[src/lse_pkg.sv]
// Shared types and constants for the line splitter with line-ending detection.
// No dependencies.
`default_nettype none

package lse_pkg;

   localparam logic [7:0] CHAR_NUL = 8'd0;
   localparam logic [7:0] CHAR_LF  = 8'd10;
   localparam logic [7:0] CHAR_CR  = 8'd13;

   typedef enum logic [1:0] {
      OP_DATA = 2'd0,
      OP_EOB  = 2'd1,
      OP_FIN  = 2'd2
   } op_type;

   typedef enum logic [1:0] {
      BS_TEXT = 2'd0,
      BS_CR   = 2'd1,
      BS_LF   = 2'd2
   } break_type;

   typedef enum logic [1:0] {
      MODE_NONE = 2'd0,
      MODE_CR   = 2'd1,
      MODE_LF   = 2'd2,
      MODE_CRLF = 2'd3
   } mode_type;

   typedef struct packed {
      break_type break_state;
      mode_type  eol_mode;
      logic      line_has_text;
      logic      dropping_rest;
   } state_type;

   // Results of one input: an optional line end, then an optional text byte.
   typedef struct packed {
      logic       has_eol;
      logic       eol_empty;
      logic       has_text;
      logic [7:0] text_byte;
   } entry_type;

endpackage

`default_nettype wire

[src/lse_step.sv]
// Next-state and result decode for one input item of the line splitter.
// Depends on lse_pkg.
`default_nettype none

module lse_step (
   input  wire lse_pkg::state_type st_cur,
   input  wire logic [1:0]         op,
   input  wire logic [7:0]         byte_in,
   output lse_pkg::state_type      st_nxt,
   output lse_pkg::entry_type      res
);
   import lse_pkg::*;

   logic eol;
   logic text;

   always_comb begin
      st_nxt = st_cur;
      eol    = 1'b0;
      text   = 1'b0;

      case (op_type'(op))
         OP_DATA: begin
            if (!st_cur.dropping_rest) begin
               if (byte_in == CHAR_NUL) begin
                  st_nxt.dropping_rest = 1'b1;
               end else if (byte_in == CHAR_CR) begin
                  unique case (st_cur.eol_mode)
                     MODE_CR:   eol = 1'b1;
                     MODE_LF:   ;
                     MODE_CRLF: st_nxt.break_state = BS_CR;
                     default: begin
                        if (st_cur.break_state == BS_TEXT) begin
                           st_nxt.break_state = BS_CR;
                        end else if (st_cur.break_state == BS_CR) begin
                           st_nxt.eol_mode    = MODE_CR;
                           st_nxt.break_state = BS_TEXT;
                           eol                = 1'b1;
                        end else begin
                           // LF then CR: a line end, mode still open
                           st_nxt.break_state = BS_TEXT;
                           eol                = 1'b1;
                        end
                     end
                  endcase
               end else if (byte_in == CHAR_LF) begin
                  unique case (st_cur.eol_mode)
                     MODE_CR: ;
                     MODE_LF: eol = 1'b1;
                     MODE_CRLF: begin
                        if (st_cur.break_state == BS_CR) begin
                           st_nxt.break_state = BS_TEXT;
                           eol                = 1'b1;
                        end
                     end
                     default: begin
                        if (st_cur.break_state == BS_TEXT) begin
                           st_nxt.break_state = BS_LF;
                        end else if (st_cur.break_state == BS_CR) begin
                           st_nxt.eol_mode    = MODE_CRLF;
                           st_nxt.break_state = BS_TEXT;
                           eol                = 1'b1;
                        end else begin
                           st_nxt.eol_mode    = MODE_LF;
                           st_nxt.break_state = BS_TEXT;
                           eol                = 1'b1;
                        end
                     end
                  endcase
               end else begin
                  if (st_cur.break_state == BS_CR) begin
                     st_nxt.eol_mode    = MODE_CR;
                     st_nxt.break_state = BS_TEXT;
                     eol                = 1'b1;
                  end else if (st_cur.break_state == BS_LF) begin
                     st_nxt.eol_mode    = MODE_LF;
                     st_nxt.break_state = BS_TEXT;
                     eol                = 1'b1;
                  end
                  text = 1'b1;
               end
            end
         end
         OP_EOB: begin
            if (st_cur.dropping_rest) begin
               st_nxt.dropping_rest = 1'b0;
            end else if (st_cur.break_state == BS_CR || st_cur.break_state == BS_LF) begin
               st_nxt.break_state = BS_TEXT;
               eol                = 1'b1;
            end
         end
         OP_FIN: begin
            st_nxt.dropping_rest = 1'b0;
            if (st_cur.break_state == BS_TEXT) begin
               eol = 1'b1;
            end
         end
         default: ;
      endcase

      // line end clears the text flag, a following text byte sets it again
      if (eol) begin
         st_nxt.line_has_text = 1'b0;
      end
      if (text) begin
         st_nxt.line_has_text = 1'b1;
      end

      res.has_eol   = eol;
      res.eol_empty = ~st_cur.line_has_text;
      res.has_text  = text;
      res.text_byte = byte_in;
   end

endmodule

`default_nettype wire

[src/line_splitter_autodetect_eol.sv]
// Line splitter with CR / LF / CRLF detection: top level, state and result queue.
// Results are offered from a queue, no sooner than the cycle after input acceptance.
// One input beat per cycle while the queue has room or pops; an input giving a line
// end and a text byte is sent as a line-end result beat, then a text result beat.
// A two-entry result queue lets input continue while a result waits.
// Synchronous active-high reset clears the line state and empties the queue.
// Depends on lse_pkg and lse_step.
`default_nettype none

module line_splitter_autodetect_eol (
   input  wire logic       clock,
   input  wire logic       reset,
   input  wire logic       req_valid,
   output logic            req_ready,
   input  wire logic [1:0] req_op,
   input  wire logic [7:0] req_byte_in,
   output logic            rsp_valid,
   input  wire logic       rsp_ready,
   output logic            rsp_kind,
   output logic [7:0]      rsp_byte_out,
   output logic            rsp_line_empty,
   output logic            rsp_last
);
   import lse_pkg::*;

   state_type state_ff, state_in, state_nxt;
   entry_type step_res;
   entry_type q_ff [2];
   entry_type head;
   logic      wr_ptr_ff, wr_ptr_in;
   logic      rd_ptr_ff, rd_ptr_in;
   logic [1:0] count_ff, count_in;
   logic      sub_ff, sub_in;
   logic      accept, push, pop, rsp_beat, eol_part;

   lse_step u_step (
      .st_cur  (state_ff),
      .op      (req_op),
      .byte_in (req_byte_in),
      .st_nxt  (state_nxt),
      .res     (step_res)
   );

   assign head     = q_ff[rd_ptr_ff];
   assign eol_part = head.has_eol & ~sub_ff;

   assign rsp_valid      = (count_ff != 2'd0);
   assign rsp_kind       = eol_part;
   assign rsp_byte_out   = eol_part ? 8'd0 : head.text_byte;
   assign rsp_line_empty = eol_part & head.eol_empty;
   assign rsp_last       = ~(eol_part & head.has_text);

   assign rsp_beat  = rsp_valid & rsp_ready;
   assign pop       = rsp_beat & rsp_last;
   assign req_ready = (count_ff != 2'd2) | pop;
   assign accept    = req_valid & req_ready;
   assign push      = accept & (step_res.has_eol | step_res.has_text);

   always_comb begin
      state_in  = accept ? state_nxt : state_ff;
      wr_ptr_in = push ? ~wr_ptr_ff : wr_ptr_ff;
      rd_ptr_in = pop ? ~rd_ptr_ff : rd_ptr_ff;
      count_in  = count_ff + {1'b0, push} - {1'b0, pop};
      sub_in    = sub_ff;
      if (rsp_beat) begin
         sub_in = ~rsp_last;
      end
   end

   always_ff @(posedge clock) begin
      if (reset) begin
         state_ff  <= '{break_state: BS_TEXT, eol_mode: MODE_NONE,
                        line_has_text: 1'b0, dropping_rest: 1'b0};
         wr_ptr_ff <= 1'b0;
         rd_ptr_ff <= 1'b0;
         count_ff  <= 2'd0;
         sub_ff    <= 1'b0;
      end else begin
         state_ff  <= state_in;
         wr_ptr_ff <= wr_ptr_in;
         rd_ptr_ff <= rd_ptr_in;
         count_ff  <= count_in;
         sub_ff    <= sub_in;
      end
   end

   always_ff @(posedge clock) begin
      if (push) begin
         q_ff[wr_ptr_ff] <= step_res;
      end
   end

   // second half of a head entry only exists when it carries both parts
   a_sub_pair: assert property (@(posedge clock) disable iff (reset)
      sub_ff |-> (rsp_valid && head.has_eol && head.has_text))
      else $error("line end / text split on an entry without both parts");

   a_mode_sticky: assert property (@(posedge clock) disable iff (reset)
      (state_ff.eol_mode != MODE_NONE) |=> (state_ff.eol_mode != MODE_NONE))
      else $error("detected line-ending mode lost");

   a_single_mode_no_pending: assert property (@(posedge clock) disable iff (reset)
      (state_ff.eol_mode == MODE_CR || state_ff.eol_mode == MODE_LF)
         |-> (state_ff.break_state == BS_TEXT))
      else $error("break pending in a single-character mode");

   a_queue_bound: assert property (@(posedge clock) disable iff (reset)
      count_ff != 2'd3)
      else $error("result queue overfilled");

   a_no_push_when_full: assert property (@(posedge clock) disable iff (reset)
      (count_ff == 2'd2 && !pop) |-> !accept)
      else $error("beat accepted into a full result queue");

endmodule

`default_nettype wire

[config.mk]
export PLATFORM = sky130hd
export DESIGN_NAME = line_splitter_autodetect_eol
export DESIGN_NICKNAME = d
export VERILOG_FILES = /design/src/lse_pkg.sv /design/src/lse_step.sv /design/src/line_splitter_autodetect_eol.sv
export SDC_FILE = /design/constraint.sdc
export NUM_CORES = 1
export LEC_CHECK = 0
export BUFFER_PORTS_ARGS = -buffer_cell sky130_fd_sc_hd__buf_2
export CORE_ASPECT_RATIO = 1.4
export CORE_MARGIN = 10
export CORE_UTILIZATION = 57
export DETAILED_ROUTE_END_ITERATION = 7
export PLACE_DENSITY = 0.79
export SLEW_MARGIN = 5
export SYNTH_ARGS = -nofsm -noshare
export SYNTH_HDL_FRONTEND = slang
export SYNTH_SLANG_ARGS = --single-unit
export TNS_END_PERCENT = 10
[constraint.sdc]
create_clock -name clock -period 3.5 [get_ports clock]
set_input_delay 0.175 -clock clock [delete_from_list [all_inputs] [get_ports clock]]
set_output_delay 0.175 -clock clock [all_outputs]
set_load 0.03 [all_outputs]
==> metrics.txt, run 1 <==
total power 1.19 mW; Crit Path Class reg2reg; async set-reset flop share out of synthesis 0%; slew at the pin with the worst max-slew slack 670 ps; cts repair resizes 0; total negative slack 0 ps; Arrival @ worst endpoint 3180 ps; top cell family by delay on the critical path adder cells; FF+latch count, synth 34; CP cell instances inv_1, ha_1, nand2_1, o21ai_0, o31ai_1, nor3_1, o21ai_0, ha_1, inv_1, ha_1, xnor2_1, xnor2_1, nor2_1; final net count 237; Post-Synth Adder-Cell Area 7.66%; Slew Limit Fails 0; Vias/cell 5.95; clk_lat worst skew 280 ps; PwrDens 546 nW/µm²; clock net sink count 34; drt total wl 3910 µm; Post-Synth Simple-Gate Area 18.3%; CTS buffer count 5; Final setup viols 0; drt wl/cell 15.5 µm; placed inst area 2100 µm²; starting density of the core 58.5%; dominant register cell in the synthesized netlist edfxtp_1; CP max stage cell nor3_1; IO Pins 27; grt ovf 0; Post-CTS Setup Bufs 0; CTS Root Cell clkbuf_8; number of synthesis warnings 0; Place WS 580 ps; crit path max fanout 6; Clock Skew 8.15 ps; area of the die 6220 µm²; R2R setup slack 500 ps; maxcap violations 0; Slew headroom 55.0%; WP buf/inv 2; CP required 3670 ps; Post-Syn Area 1960 µm²; initial antenna violation count 0; Synth cell types 51; first-pass GRT wire length 6720 µm; Worst setup SP type flop; number of global-route vias before repair 1538; crit path time final 3000 ps; fin worst setup slack 497 ps; Net Count, Synth 210; pin count of the biggest net entering global routing 14; cell taking the most area after synthesis edfxtp_1; Layout area overhead 11.4%; routability cong. 0.809; Final Cycle Share 85.8%; diode count 0; Seq/Total Area, Yosys 46.0%; cell count after synthesis 184; Crit. End Element flop; Post-synth EDFFs 22; drt drc 0; First-pass DRT Iterations 4; status finished, final reports clean; hold crit path type in2reg; crit-path most repeated cell ha_1; largest family of logic cells by synthesized area simple AND/OR/NAND/NOR gates; ranking of synthesized cells by area edfxtp_1, dfxtp_1, ha_1; Post-DP HPWL 3000 µm; Via Count 1500; top cell type's share of synthesized area 33.7%; Total Routing Usage GR 13.0%; fin area 2180 µm²; leakage power 0.859 nW; IO buf count 26; initial drt markers 55; Synth Area in Compound Gates 14.7%; Syn Area/Cell 10.6 µm²; depth of the CTS H-tree 2; multiplexer share of the synthesized area 6.64%; Rows 25; CTS Buffer Depth 2; xor and xnor area share after synthesis 1.34%; Layout Utilization 65.2%; Vert. Die Dim 89.4 µm; fraction of layout cells with a size suffix above 1 20.8%; Core Region 3350 µm²; ANT nets after route 0; Max Clock Freq 333 MHz; Largest stage delay, worst path 540 ps; Clock Pin Slew Worst Setup and Hold Paths 70 ps; Die X 69.6 µm; Hold Buf Count CTS 0; RSZ-0062 raised after global routing no; CTS tree yes; final hold viol count 0; VDD IR-drop max 0.409 mV
-- stage by stage --
stage | hold WS, ps | cells
5_1_grt | 147 | 252
2_1_floorplan | 274 | 184
4_1_cts | 147 | 252
3_5_place_dp | 433 | 244
6_report | 149 | 252
3_3_place_gp | 431 | 244
-- cell usage in the layout, fill, tap and decap left out, drive strengths merged, types with 2 or more instances in the layout --
cell / instances
a211oi: 6
a21o: 3
a21oi: 5
a31oi: 3
and3: 2
buf: 27
clkbuf: 5
clkinv: 2
dfxtp: 12
edfxtp: 22
ha: 12
inv: 15
mux2i: 13
nand2: 9
nand2b: 4
nand3: 4
nand4: 4
nor2: 19
nor3: 3
nor4: 2
o2111ai: 2
o211a: 3
o211ai: 3
o21ai: 5
o31ai: 2
or3: 2
or4: 2
xnor2: 3
-- synthesized netlist by cell type, drive strengths merged, types with 2 or more instances --
library cell,count
o211a,3
nand2b,4
nand2,9
edfxtp,22
dfxtp,12
inv,15
xnor2,3
and3,2
nand4,4
o2111ai,2
or4,2
nor4,2
a31oi,3
o21ai,5
ha,12
nor3,3
nor2,19
nand3,4
o31ai,2
buf,6
a211oi,6
mux2i,13
a21o,3
or3,2
o211ai,3
a21oi,5
-- area by class of cell --
class / count / area (µm²)
Clock buffer: 5 / 68.8
Clock inverter: 3 / 16.3
Fill cell: 260 / 1160
Inverter: 15 / 56.3
Multi-Input combinational cell: 128 / 953
Sequential cell: 34 / 901
Tap cell: 40 / 50.0
Timing Repair Buffer: 27 / 138
-- kinds of logic (layout without fill, tap and decap cells) --
| logic type | after synthesis | after routing |
|---|---|---|
| and+or+nand+nor | 62 | 62 |
| AOI/OAI and AO/OA | 38 | 38 |
| DFF | 34 | 34 |
| buffers and inverters | 22 | 50 |
| muxes | 13 | 13 |
| adders and majority gates | 12 | 12 |
| xor gates and xnor gates | 3 | 3 |
-- worst reg2reg max path, stage by stage (launching register included) --
cell     delay [ps]
dfxtp_1         350
inv_1            70
ha_1            360
nand2_1         100
o21ai_0         250
o31ai_1         140
nor3_1          540
o21ai_0         170
ha_1            300
inv_1            40
ha_1            180
xnor2_1         180
xnor2_1         150
nor2_1           60
-- per-layer routing --
layer | global-route usage [%] | vias up | wire length (µm)
met5 | 0 | - | 0
met4 | 6.24 | 0 | 89
met3 | 4.22 | 10 | 237
met2 | 24.1 | 44 | 2030
met1 | 12.8 | 713 | 1550
li1 | - | 733 | -
-- report_power, final --
group | internal (mW) | switching [mW] | total [mW] | leakage (nW)
registers | 0.482 | 0.0383 | 0.520 | 0.299
clock network | 0.136 | 0.140 | 0.276 | 0.0416
logic | 0.141 | 0.257 | 0.397 | 0.518
total | 0.758 | 0.435 | 1.19 | 0.859
-- flip-flops by register name, summed over array words and instances, names as in the netlist, named ones only --
register   flops
sub_ff         1
state_ff       6
wr_ptr_ff      1
q_ff          22
count_ff       2
rd_ptr_ff      1
-- final timing paths --
check                      start           to  cells past startpoint
setup / recovery     state_ff[4]  count_ff[1]                     13
hold / removal    req_byte_in[7]   q_ff[1][7]                      1
setup reg to reg     state_ff[4]  count_ff[1]                     13
hold reg to reg      state_ff[5]  state_ff[5]                      2
No activity file was read; power rests on OpenSTA's default activity.
==> inputs of run 2 (changes only) <==
--- a/config.mk
+++ b/config.mk
@@ -7,2 +7,3 @@
 export LEC_CHECK = 0
+export ABC_AREA = 1
 export BUFFER_PORTS_ARGS = -buffer_cell sky130_fd_sc_hd__buf_2
@@ -10,5 +11,5 @@
 export CORE_MARGIN = 10
-export CORE_UTILIZATION = 57
+export CORE_UTILIZATION = 56
 export DETAILED_ROUTE_END_ITERATION = 7
-export PLACE_DENSITY = 0.79
+export PLACE_DENSITY = 0.78
 export SLEW_MARGIN = 5
--- a/constraint.sdc
+++ b/constraint.sdc
@@ -3,2 +3,2 @@
 set_output_delay 0.175 -clock clock [all_outputs]
-set_load 0.03 [all_outputs]
+set_load 0.05 [all_outputs]
==> metrics.txt, run 2 <==
xor and xnor area share after synthesis 0.463% (was 1.34%); CP required 3710 ps (was 3670 ps); Die X 69.1 µm (was 69.6 µm); total power 1.37 mW (was 1.19 mW); worst hold endpoint count_ff[0] (was q_ff[1][7]); Final setup viols 0 (unchanged); maxcap violations 0 (unchanged); Hold Slack 82.2 ps (was 149 ps); diode count 0 (unchanged); Commonest cells post-synth nand2_1, inv_1, nor2_1 (was edfxtp_1, nor2_1, inv_1); number of global-route vias before repair 1544 (was 1538); CTS Root Cell clkbuf_8 (unchanged); depth of the CTS H-tree 2 (unchanged); largest family of logic cells by synthesized area simple AND/OR/NAND/NOR gates (unchanged); Most flops, register q_ff (unchanged); final hold viol count 0 (unchanged); ranking of synthesized cells by area edfxtp_1, nand2_1, dfxtp_1 (was edfxtp_1, dfxtp_1, ha_1); Layout area overhead 12.8% (was 11.4%); top flop regs q_ff x22, state_ff x6, count_ff x2 (unchanged); fraction of layout cells with a size suffix above 1 16.7% (was 20.8%); CTS Buffer Depth 2 (unchanged); worst reg-to-reg path cell count 13 (unchanged); IO buf count 26 (unchanged); commonest non-fill, non-tap cells in the layout nand2_1, inv_1, nor2_1 (was buf_2, edfxtp_1, nor2_1); most common cell after layout, fill and taps aside nand2_1 (was buf_2); Max Clock Freq 376 MHz (was 333 MHz); initial drt markers 32 (was 55); CTS tree yes (unchanged); starting density of the core 59.4% (was 58.5%); clk_lat worst skew 280 ps (about the same); VDD IR-drop max 0.558 mV (was 0.409 mV); Reg area 901 µm² (unchanged); Post-Syn Area 1890 µm² (was 1960 µm²); Total Routing Usage GR 13.0% (about the same); R2R setup slack 840 ps (was 500 ps); Via Count 1481 (was 1500); Layout Utilization 67.0% (was 65.2%); Hold Buf Count CTS 0 (unchanged); Seq/Total Area, Yosys 47.6% (was 46.0%); Arrival @ worst endpoint 2870 ps (was 3180 ps); count leader, synth nand2_1 (was edfxtp_1); ANT nets after route 0 (unchanged); Layout Cells excl Fill 308 (was 252); top cell type's share of synthesized area 34.9% (was 33.7%); grt ovf 0 (unchanged); Worst Hold Launch reset (was req_byte_in[7]); Post-Synth Simple-Gate Area 28.8% (was 18.3%); Post-Synth Adder-Cell Area 7.94% (was 7.66%); Post-DP HPWL 2880 µm (was 3000 µm); number of synthesis warnings 0 (unchanged); Core Region 3180 µm² (was 3350 µm²); IO Pins 27 (unchanged); drt wl/cell 11.8 µm (was 15.5 µm); Synth Area in Compound Gates 6.61% (was 14.7%); Vias/cell 4.81 (was 5.95); status finished, final reports clean (unchanged); Final Cycle Share 76.0% (was 85.8%); Inst Count DP 300 (was 244); first-pass GRT wire length 6510 µm (was 6720 µm); fillcell total 277 (was 260); Post-synth EDFFs 22 (unchanged); area of the die 6140 µm² (was 6220 µm²); cell taking the most area after synthesis edfxtp_1 (unchanged); Net Count, Synth 263 (was 210); First-pass DRT Iterations 4 (unchanged); Multi-input gate area 830 µm² (was 953 µm²); Slew Limit Fails 0 (unchanged); dominant register cell in the synthesized netlist edfxtp_1 (unchanged); final net count 294 (was 237); Syn Area/Cell 7.98 µm² (was 10.6 µm²); slew at the pin with the worst max-slew slack 682 ps (was 670 ps); leakage power 1.11 nW (was 0.859 nW); total negative slack 0 ps (unchanged); FF+latch count, synth 34 (unchanged); Worst setup SP type flop (unchanged); multiplexer share of the synthesized area 0% (was 6.64%); drt drc 0 (unchanged); worst hold path depth 2 (was 1); crit path max fanout 12 (was 6); Post-CTS Setup Bufs 0 (unchanged); RSZ-0062 raised after global routing no (unchanged); max FFs per register 22 (unchanged); clock net sink count 34 (unchanged); cts repair resizes 0 (unchanged); Crit Path Class reg2reg (unchanged); Clock Skew 6.21 ps (was 8.15 ps); async set-reset flop share out of synthesis 0% (unchanged); FF-to-FF End count_ff[1] (unchanged); PwrDens 644 nW/µm² (was 546 nW/µm²); Clock Pin Slew Worst Setup and Hold Paths 70 ps (about the same); drt total wl 3650 µm (was 3910 µm); Slew headroom 54.5% (was 55.0%); Crit. End Element flop (unchanged); Synth cell types 30 (was 51); pin count of the biggest net entering global routing 13 (was 14); hold crit path type in2reg (unchanged); routability cong. 0.893 (was 0.809); CTS buffer count 5 (unchanged); crit path time final 2660 ps (was 3000 ps); Vert. Die Dim 88.8 µm (was 89.4 µm); Rows 24 (was 25); cell count after synthesis 237 (was 184); initial antenna violation count 0 (unchanged)
[run 2: cell count changes in the layout (fill, tap and decap cells not counted), moves of 3 or more]
cell,delta
nand2_1,+70
inv_1,+22
mux2i_1,-13
nor2_1,+13
a211oi_1,-5
a21oi_1,+4
nand2b_1,-4
a21o_1,-3
a31oi_1,-3
nand2_2,+3
nand4_1,-3
nor3_1,-3
o211ai_1,-3
xnor2_1,-3
[run 2: metrics by stage]
stage | setup WS, ps | cell area [µm²]
5_1_grt | 515 | 2130
4_1_cts | 830 | 2130
6_report | 839 | 2130
2_1_floorplan | 946 | 1890
3_3_place_gp | 942 | 2050
3_5_place_dp | 852 | 2050
[run 2: how the worst max path moves through the flow]
stage                       end  cells after the start
CTS                 count_ff[1]                     15
detailed placement  count_ff[1]                     15
finish              count_ff[1]                     13
floorplan           count_ff[1]                     15
global placement    count_ff[1]                     13
global route        count_ff[1]                     13
[run 2: worst max-delay path: stages, from the launching register on]
cell,delay [ps]
dfxtp_1,570
inv_2,180
or2_1,280
nand3_2,90
nand2_2,70
a21boi_1,160
nand2_1,150
and2_4,200
ha_1,280
inv_1,60
ha_1,150
xor2_1,180
o21ai_0,90
a21oi_1,140
[run 2: area by class of cell]
| cell class | count | area share [%] |
|---|---|---|
| Multi-Input combinational cell | 163 | 38.9 |
| Inverter | 38 | 6.69 |
| Clock buffer | 6 | 3.40 |
| Sequential cell | 34 | 42.2 |
| Timing Repair Buffer | 26 | 6.10 |
| Tap cell | 39 | 2.29 |
| Clock inverter | 2 | 0.411 |
[run 2: per-layer routing]
metal	GRT usage, %	wire length (µm)
met1	12.3	1410
met2	25.3	1950
met3	4.04	207
met4	5.69	80
met5	0	0
[run 2: power breakdown]
part           leakage [nW]  switching (mW)  internal, mW
combinational         0.766           0.439         0.149
sequential            0.298          0.0383         0.480
clock                0.0426           0.131         0.136
total                  1.11           0.609         0.766
[run 2: logic make-up (layout without fill, tap and decap cells)]
logic type | Yosys count | in the layout
compound gates | 21 | 21
xor+xnor | 1 | 1
fa+ha+maj | 12 | 12
buf+inv | 40 | 72
flops | 34 | 34
simple gates | 129 | 129
